--- config.mk ---
export PLATFORM = sky130hd
export DESIGN_NAME = sorted_priority_queue_with_delete
export DESIGN_NICKNAME = d
export VERILOG_FILES = /design/src/hw/rtl/spq_pkg.sv /design/src/hw/rtl/spq_cell.sv /design/src/hw/rtl/sorted_priority_queue_with_delete.sv
export SDC_FILE = /design/constraint.sdc
export NUM_CORES = 2
export LEC_CHECK = 0
export ABC_AREA = 1
export BUFFER_PORTS_ARGS = -buffer_cell sky130_fd_sc_hd__buf_2
export CAP_MARGIN = 10
export CORE_UTILIZATION = 45
export CTS_CLUSTER_DIAMETER = 80
export DETAILED_ROUTE_END_ITERATION = 6
export PLACE_DENSITY_LB_ADDON = 0.12
export SYNTH_ARGS = -nofsm -noshare
export SYNTH_HDL_FRONTEND = slang
export SYNTH_HIERARCHICAL = 1
export SYNTH_SLANG_ARGS = --single-unit
--- constraint.sdc ---
create_clock -name clk_i -period 15.5 [get_ports clk_i]
set_clock_uncertainty 0.05 [all_clocks]
set_input_delay 2.325 -clock clk_i [delete_from_list [all_inputs] [get_ports clk_i]]
set_output_delay 2.325 -clock clk_i [all_outputs]
set_load 0.05 [all_outputs]
--- src/hw/rtl/spq_pkg.sv ---
package spq_pkg;

  localparam int unsigned DEPTH_DEF     = 16;
  localparam int unsigned ID_BITS_DEF   = 16;
  localparam int unsigned PRIO_BITS_DEF = 8;

  localparam int unsigned ACT_W  = 2;
  localparam int unsigned ID_W   = 16;
  localparam int unsigned PRIO_W = 8;
  localparam int unsigned STAT_W = 2;

  typedef enum logic [ACT_W-1:0] {
    ACT_INSERT = 2'd0,
    ACT_POP    = 2'd1,
    ACT_REMOVE = 2'd2,
    ACT_DUMP   = 2'd3
  } action_e;

  typedef enum logic [STAT_W-1:0] {
    STAT_OK      = 2'd0,
    STAT_EMPTY   = 2'd1,
    STAT_MISSING = 2'd2,
    STAT_FULL    = 2'd3
  } status_e;

  typedef enum logic [2:0] {
    CELL_HOLD   = 3'd0,
    CELL_INSERT = 3'd1,
    CELL_POP    = 3'd2,
    CELL_REMOVE = 3'd3,
    CELL_ROTATE = 3'd4
  } cell_op_e;

  typedef struct packed {
    cell_op_e op;
    logic     load_hit;
  } cell_ctrl_t;

endpackage

--- src/hw/rtl/spq_cell.sv ---
module spq_cell #(
  parameter int unsigned ID_BITS   = 16,
  parameter int unsigned PRIO_BITS = 8
) (
  input  logic                  clk_i,
  input  logic                  rst_ni,
  input  spq_pkg::cell_ctrl_t   ctrl_i,
  input  logic [ID_BITS-1:0]    new_id_i,
  input  logic [PRIO_BITS-1:0]  new_prio_i,
  input  logic [ID_BITS-1:0]    search_id_i,
  input  logic [ID_BITS-1:0]    head_id_i,
  input  logic [PRIO_BITS-1:0]  head_prio_i,
  input  logic                  left_keep_i,
  input  logic                  left_valid_i,
  input  logic [ID_BITS-1:0]    left_id_i,
  input  logic [PRIO_BITS-1:0]  left_prio_i,
  input  logic                  right_valid_i,
  input  logic [ID_BITS-1:0]    right_id_i,
  input  logic [PRIO_BITS-1:0]  right_prio_i,
  input  logic                  shift_i,
  output logic                  valid_o,
  output logic [ID_BITS-1:0]    id_o,
  output logic [PRIO_BITS-1:0]  prio_o,
  output logic                  keep_o,
  output logic                  hit_o
);
  import spq_pkg::*;

  logic                 valid_q, valid_d;
  logic [ID_BITS-1:0]   id_q, id_d;
  logic [PRIO_BITS-1:0] prio_q, prio_d;
  logic                 hit_q, hit_d;

  assign keep_o  = valid_q && (prio_q >= new_prio_i);
  assign valid_o = valid_q;
  assign id_o    = id_q;
  assign prio_o  = prio_q;
  assign hit_o   = hit_q;

  always_comb begin
    valid_d = valid_q;
    id_d    = id_q;
    prio_d  = prio_q;
    hit_d   = hit_q;
    if (ctrl_i.load_hit) begin
      hit_d = valid_q && (id_q == search_id_i);
    end
    case (ctrl_i.op)
      CELL_HOLD: begin
      end
      CELL_INSERT: begin
        if (!keep_o) begin
          if (left_keep_i) begin
            valid_d = 1'b1;
            id_d    = new_id_i;
            prio_d  = new_prio_i;
          end else begin
            valid_d = left_valid_i;
            id_d    = left_id_i;
            prio_d  = left_prio_i;
          end
        end
      end
      CELL_POP: begin
        valid_d = right_valid_i;
        id_d    = right_id_i;
        prio_d  = right_prio_i;
      end
      CELL_REMOVE: begin
        if (shift_i) begin
          valid_d = right_valid_i;
          id_d    = right_id_i;
          prio_d  = right_prio_i;
        end
      end
      CELL_ROTATE: begin
        if (valid_q) begin
          if (right_valid_i) begin
            id_d   = right_id_i;
            prio_d = right_prio_i;
          end else begin
            id_d   = head_id_i;
            prio_d = head_prio_i;
          end
        end
      end
      default: begin
      end
    endcase
  end

  always_ff @(posedge clk_i or negedge rst_ni) begin
    if (!rst_ni) begin
      valid_q <= 1'b0;
      hit_q   <= 1'b0;
    end else begin
      valid_q <= valid_d;
      hit_q   <= hit_d;
    end
  end

  always_ff @(posedge clk_i) begin
    id_q   <= id_d;
    prio_q <= prio_d;
  end

endmodule

--- src/hw/rtl/sorted_priority_queue_with_delete.sv ---
// Priority queue of up to DEPTH (id, priority) entries held in a chain of cells, sorted by
// descending priority with ties kept in arrival order. Every transaction is taken into a
// command register in the cycle it is accepted, and each cell compares its id with the
// incoming id in that same cycle; in the EXEC state that follows, once the result register
// is free, the command executes across the whole chain at once and an insert, pop or remove
// registers its result. No new transaction is accepted until the block is back in IDLE.
// In a dump the chain rotates one step per cycle while the result register is free and
// presents its head entry each time, the last one flagged; an empty store gives one empty
// status instead. Status reports an empty store, a missing id or a full store. Reset clears
// the valid, hit, state, count, index and output valid registers, not ids or priorities.
module sorted_priority_queue_with_delete #(
  parameter int unsigned DEPTH     = spq_pkg::DEPTH_DEF,
  parameter int unsigned ID_BITS   = spq_pkg::ID_BITS_DEF,
  parameter int unsigned PRIO_BITS = spq_pkg::PRIO_BITS_DEF
) (
  input  logic                        clk_i,
  input  logic                        rst_ni,
  input  logic                        in_valid_i,
  output logic                        in_stall_o,
  input  logic [spq_pkg::ACT_W-1:0]   action_i,
  input  logic [spq_pkg::ID_W-1:0]    task_id_i,
  input  logic [spq_pkg::PRIO_W-1:0]  task_priority_i,
  output logic                        out_valid_o,
  input  logic                        out_stall_i,
  output logic [spq_pkg::STAT_W-1:0]  status_o,
  output logic [spq_pkg::ID_W-1:0]    out_id_o,
  output logic [spq_pkg::PRIO_W-1:0]  out_priority_o,
  output logic                        last_o
);
  import spq_pkg::*;

  localparam int unsigned CNT_W = $clog2(DEPTH + 1);

  typedef enum logic [2:0] {
    ST_IDLE = 3'b001,
    ST_EXEC = 3'b010,
    ST_DUMP = 3'b100
  } state_e;

  state_e               state_q, state_d;
  action_e              act_q;
  logic [ID_BITS-1:0]   cmd_id_q;
  logic [PRIO_BITS-1:0] cmd_prio_q;
  logic [CNT_W-1:0]     count_q, count_d;
  logic [CNT_W-1:0]     idx_q, idx_d;

  logic                 out_valid_q;
  status_e              status_q, status_d;
  logic [ID_W-1:0]      out_id_q, out_id_d;
  logic [PRIO_W-1:0]    out_prio_q, out_prio_d;
  logic                 last_q, last_d;
  logic                 emit;

  logic                 accept;
  logic                 out_free;
  logic                 full;
  logic                 empty;
  cell_ctrl_t           ctrl;

  logic [DEPTH-1:0]     valid_w;
  logic [DEPTH-1:0]     keep_w;
  logic [DEPTH-1:0]     hit_w;
  logic [DEPTH-1:0]     hit_neg;
  logic [DEPTH-1:0]     first_w;
  logic [DEPTH-1:0]     shift_w;
  logic [ID_BITS-1:0]   id_w   [DEPTH];
  logic [PRIO_BITS-1:0] prio_w [DEPTH];
  logic [ID_BITS-1:0]   sel_id;
  logic [PRIO_BITS-1:0] sel_prio;
  logic [ID_BITS-1:0]   search_id;

  assign accept     = in_valid_i && !in_stall_o;
  assign in_stall_o = (state_q != ST_IDLE);
  assign out_free   = !out_valid_q || !out_stall_i;
  assign full       = (count_q == CNT_W'(DEPTH));
  assign empty      = (count_q == '0);
  assign search_id  = ID_BITS'(task_id_i);

  // The lowest set bit of the hit vector marks the first match from the head; every cell at
  // or behind it pulls its right neighbor to close the gap.
  assign hit_neg = ~hit_w + DEPTH'(1);
  assign first_w = hit_w & hit_neg;
  assign shift_w = hit_w | hit_neg;

  always_comb begin
    sel_id   = '0;
    sel_prio = '0;
    for (int i = 0; i < DEPTH; i++) begin
      sel_id   = sel_id   | ({ID_BITS{first_w[i]}}   & id_w[i]);
      sel_prio = sel_prio | ({PRIO_BITS{first_w[i]}} & prio_w[i]);
    end
  end

  for (genvar i = 0; i < DEPTH; i++) begin : g_cell
    logic                 left_keep;
    logic                 left_valid;
    logic [ID_BITS-1:0]   left_id;
    logic [PRIO_BITS-1:0] left_prio;
    logic                 right_valid;
    logic [ID_BITS-1:0]   right_id;
    logic [PRIO_BITS-1:0] right_prio;

    if (i == 0) begin : g_head
      assign left_keep  = 1'b1;
      assign left_valid = 1'b0;
      assign left_id    = '0;
      assign left_prio  = '0;
    end else begin : g_body
      assign left_keep  = keep_w[i-1];
      assign left_valid = valid_w[i-1];
      assign left_id    = id_w[i-1];
      assign left_prio  = prio_w[i-1];
    end

    if (i == DEPTH - 1) begin : g_tail
      assign right_valid = 1'b0;
      assign right_id    = '0;
      assign right_prio  = '0;
    end else begin : g_next
      assign right_valid = valid_w[i+1];
      assign right_id    = id_w[i+1];
      assign right_prio  = prio_w[i+1];
    end

    spq_cell #(
      .ID_BITS  (ID_BITS),
      .PRIO_BITS(PRIO_BITS)
    ) u_cell (
      .clk_i        (clk_i),
      .rst_ni       (rst_ni),
      .ctrl_i       (ctrl),
      .new_id_i     (cmd_id_q),
      .new_prio_i   (cmd_prio_q),
      .search_id_i  (search_id),
      .head_id_i    (id_w[0]),
      .head_prio_i  (prio_w[0]),
      .left_keep_i  (left_keep),
      .left_valid_i (left_valid),
      .left_id_i    (left_id),
      .left_prio_i  (left_prio),
      .right_valid_i(right_valid),
      .right_id_i   (right_id),
      .right_prio_i (right_prio),
      .shift_i      (shift_w[i]),
      .valid_o      (valid_w[i]),
      .id_o         (id_w[i]),
      .prio_o       (prio_w[i]),
      .keep_o       (keep_w[i]),
      .hit_o        (hit_w[i])
    );
  end

  always_comb begin
    state_d       = state_q;
    count_d       = count_q;
    idx_d         = idx_q;
    ctrl.op       = CELL_HOLD;
    ctrl.load_hit = accept;
    emit          = 1'b0;
    status_d      = STAT_OK;
    out_id_d      = '0;
    out_prio_d    = '0;
    last_d        = 1'b1;
    case (state_q)
      ST_IDLE: begin
        if (accept) begin
          state_d = ST_EXEC;
        end
      end
      ST_EXEC: begin
        if (act_q == ACT_DUMP && !empty) begin
          state_d = ST_DUMP;
          idx_d   = '0;
        end else if (out_free) begin
          emit    = 1'b1;
          state_d = ST_IDLE;
          case (act_q)
            ACT_INSERT: begin
              if (full) begin
                status_d = STAT_FULL;
              end else begin
                ctrl.op = CELL_INSERT;
                count_d = count_q + CNT_W'(1);
              end
            end
            ACT_POP: begin
              if (empty) begin
                status_d = STAT_EMPTY;
              end else begin
                out_id_d   = ID_W'(id_w[0]);
                out_prio_d = PRIO_W'(prio_w[0]);
                ctrl.op    = CELL_POP;
                count_d    = count_q - CNT_W'(1);
              end
            end
            ACT_REMOVE: begin
              if (empty) begin
                status_d = STAT_EMPTY;
              end else if (|hit_w) begin
                out_id_d   = ID_W'(sel_id);
                out_prio_d = PRIO_W'(sel_prio);
                ctrl.op    = CELL_REMOVE;
                count_d    = count_q - CNT_W'(1);
              end else begin
                status_d = STAT_MISSING;
              end
            end
            ACT_DUMP: begin
              status_d = STAT_EMPTY;
            end
            default: begin
            end
          endcase
        end
      end
      ST_DUMP: begin
        if (out_free) begin
          emit       = 1'b1;
          out_id_d   = ID_W'(id_w[0]);
          out_prio_d = PRIO_W'(prio_w[0]);
          ctrl.op    = CELL_ROTATE;
          last_d     = (idx_q == count_q - CNT_W'(1));
          if (last_d) begin
            state_d = ST_IDLE;
          end else begin
            idx_d = idx_q + CNT_W'(1);
          end
        end
      end
      default: begin
        state_d = ST_IDLE;
      end
    endcase
  end

  always_ff @(posedge clk_i or negedge rst_ni) begin
    if (!rst_ni) begin
      state_q     <= ST_IDLE;
      count_q     <= '0;
      idx_q       <= '0;
      out_valid_q <= 1'b0;
    end else begin
      state_q <= state_d;
      count_q <= count_d;
      idx_q   <= idx_d;
      if (emit) begin
        out_valid_q <= 1'b1;
      end else if (!out_stall_i) begin
        out_valid_q <= 1'b0;
      end
    end
  end

  always_ff @(posedge clk_i) begin
    if (accept) begin
      act_q      <= action_e'(action_i);
      cmd_id_q   <= ID_BITS'(task_id_i);
      cmd_prio_q <= PRIO_BITS'(task_priority_i);
    end
    if (emit) begin
      status_q   <= status_d;
      out_id_q   <= out_id_d;
      out_prio_q <= out_prio_d;
      last_q     <= last_d;
    end
  end

  assign out_valid_o    = out_valid_q;
  assign status_o       = status_q;
  assign out_id_o       = out_id_q;
  assign out_priority_o = out_prio_q;
  assign last_o         = last_q;

`ifndef SYNTHESIS
  a_count_matches: assert property (@(posedge clk_i) disable iff (!rst_ni)
    $countones(valid_w) == count_q)
    else $error("Entry count disagrees with the cell valid flags.");

  a_valid_packed: assert property (@(posedge clk_i) disable iff (!rst_ni)
    (valid_w & (valid_w + DEPTH'(1))) == '0)
    else $error("Valid cells are not packed toward the head.");

  a_dump_nonempty: assert property (@(posedge clk_i) disable iff (!rst_ni)
    state_q == ST_DUMP |-> count_q != '0)
    else $error("Dump in progress on an empty store.");

  a_no_change_idle: assert property (@(posedge clk_i) disable iff (!rst_ni)
    state_q == ST_IDLE |=> count_q == $past(count_q))
    else $error("Entry count changed without a transaction being executed.");
`endif

endmodule

==> flow_summary.toml <==
[outcome]
status = "finished with violations"
violations = "design-rule violations"

[critical_path]
max_stage_delay_ns = 0.87
critPathBufInv = 4
crit_required_ns = 15.81
crit_family = "simple AND/OR/NAND/NOR gates"
startpoint_type = "input port"
worstPathCellList = "buf_2 -> nand2_1 -> inv_1 -> nor2_1 -> nand2_1 -> a21oi_4 -> buf_4 -> inv_1 -> nor2_2 -> nor2_1 -> o211ai_1 -> o211ai_1"
critPathSlowestCell = "a21oi_4"
cp_max_fo = 31
crit_arrival_ns = 6.37
end_kind = "flip-flop"
crit_type = "input port to flip-flop"

[place]
place.gp.congestion = 1.09
io_buffer_count = 58
hpwl_um = 142000
dpl_cell_area_sq_mm = 0.0454

[cts]
cts_tree = "done"
cts.sinks = 483
insertion_delay_ns = 0.65
ctsHoldBuffers = 0
cts_max_path_buffers = 3
clockRootBuffer = "clkbuf_16"
post_cts_buffers = 0
htreeDepth = 3
path_clk_slew_ns = 0.06
cts_resized = 0
cts_made_buffers = 66

[finish]
fill_cells = 9568
area_delta_synth_final_pct = 8.27
drive_gt1_share_pct = 8.77
final_area_sq_mm = 0.0476
final_nets = 6223

[yosys]
synthCells = 6079
ys_warn_count = 6
synth_area_sq_mm = 0.0439
avgSynthCellArea_sq_um = 7.23

[routing]
routed_wl_um = 210000
drt_iter0_drc = 7202
vias = 45795
via_per_inst = 6.20
dr.pass1.iters = 7
ant_nets = 0
drc = 17
wl_per_cell_um = 28.4

[timing]
hold_viol = 0
setup_violations = 0
fin_crit_sh_pct = 39.1
finalCriticalPeriod_ns = 6.06
fmax_mhz = 165
rsz0062_at_grt = "no"
slew_viol_final = 0
slew_headroom_pct = 17.3
max_slew.worst_pin.slew_ns = 1.24
finalSetupTns_ns = 0

[floorplanning]
row_count = 114
die-area_sq_mm = 0.0989
initial_core_util_pct = 45.4
core_area_sq_mm = 0.0967
die_h_um = 314
ioPinCount = 59
die_w_um = 314

[grt]
grt_start_max_net_pins = 67
grt_overflow = 0
grt_pass1_vias = 40538
grt_pass1_wl_um = 295000
antenna_found_initial = 7
grt_use_total_pct = 41.5

[job]
drv_cap = 0

[power]
vdd_drop_max_uv = 85.1
power.leakage_nw = 20.1
pwr_density_cell_mw_per_mm2 = 111

[min_path]
hold_path.class = "flip-flop to flip-flop"
## flip-flops by register name, indices dropped and copies added, names as in the netlist
register	cells
act_q	2
cmd_id_q	16
cmd_prio_q	8
count_q	5
g_cell.u_cell/hit_o	16
g_cell.u_cell/id_o	256
g_cell.u_cell/prio_o	128
g_cell.u_cell/valid_o	16
idx_q	5
last_o	1
out_id_o	16
out_priority_o	8
out_valid_o	1
state_q	3
status_o	2
## where the power goes
part           switching, mW  internal, mW
Clock                  0.651         0.944
Sequential             0.297          1.66
Combinational           1.19         0.540
## through the flow
| step | utilization (%) | instances | total power, mW | hold WS (ns) | setup WS [ns] |
|---|---|---|---|---|---|
| finish | 49.2 | 7388 | 5.29 | 0.513 | 9.44 |
| global placement | 46.9 | 7266 | 3.60 | 0.493 | 8.97 |
| global route | 49.2 | 7387 | 5.46 | 0.555 | 9.30 |
| detailed placement | 46.9 | 7266 | 3.63 | 0.498 | 8.93 |
| CTS | 49.2 | 7387 | 5.21 | 0.509 | 9.61 |
| floorplan | - | 6141 | 2.96 | 0.452 | 7.30 |
## path summary, 6_finish.rpt
kind | from | endpoint | slack [ns] | cells after the start
max | out_stall_i | g_cell[11].u_cell/id_o[11] | 9.44 | 12
min | state_q[2] | state_q[0] | 0.51 | 3
max reg2reg | g_cell[13].u_cell/hit_o | g_cell[11].u_cell/id_o[11] | 9.51 | 15
min reg2reg | state_q[2] | state_q[0] | 0.51 | 3
max in group asynchronous | rst_ni | g_cell[2].u_cell/hit_o | 12.86 | 1
min in group asynchronous | rst_ni | idx_q[3] | 1.82 | 1
## per-layer routing
metal	share of wire, %	global-route usage, %
met4	7.6	26.7
met2	39	55.9
met3	15	13.5
met5	0.028	0.145
met1	39	56.3
## layout make-up
type	instances	area, sq um	area share [%]
repair buffers	188	1270	2.67
diodes	1	2.50	0.00526
well taps	1276	1600	3.36
clock buffers	82	1850	3.88
inverters	858	3220	6.78
multi-input cells	4461	25000	52.6
flip-flops and latches	483	14300	30.0
clock inverters	39	339	0.713
## placed cells by master, fill, tap and decap left out, types with 8 or more instances in the layout
cell	instances
nand2_1	2050
inv_1	850
edfxtp_1	437
nand3_1	402
nor2_1	303
o211ai_1	287
nand4_1	222
mux2i_1	195
o311ai_0	160
ha_1	135
buf_4	131
xnor2_1	83
clkbuf_16	71
a21oi_1	66
o21ai_0	65
conb_1	64
buf_2	57
or2_2	51
mux2_2	47
dfrtp_1	45
o211ai_2	45
xor2_1	41
nor3_1	37
o311ai_1	35
o22ai_1	32
nor2_4	19
clkinv_2	17
nor2_2	17
nand3b_1	17
a21oi_2	17
nor3b_4	16
o21a_1	16
clkinv_1	14
a21boi_4	14
clkbuf_1	8
## worst register-to-register path: cells and delay by family, from the launching register on
family	cells	cell delay (ns)
compound gates	3	1.19
simple gates	7	2.08
flops	1	1.02
buf+inv	5	1.37
(Power assumes the default switching activity.)
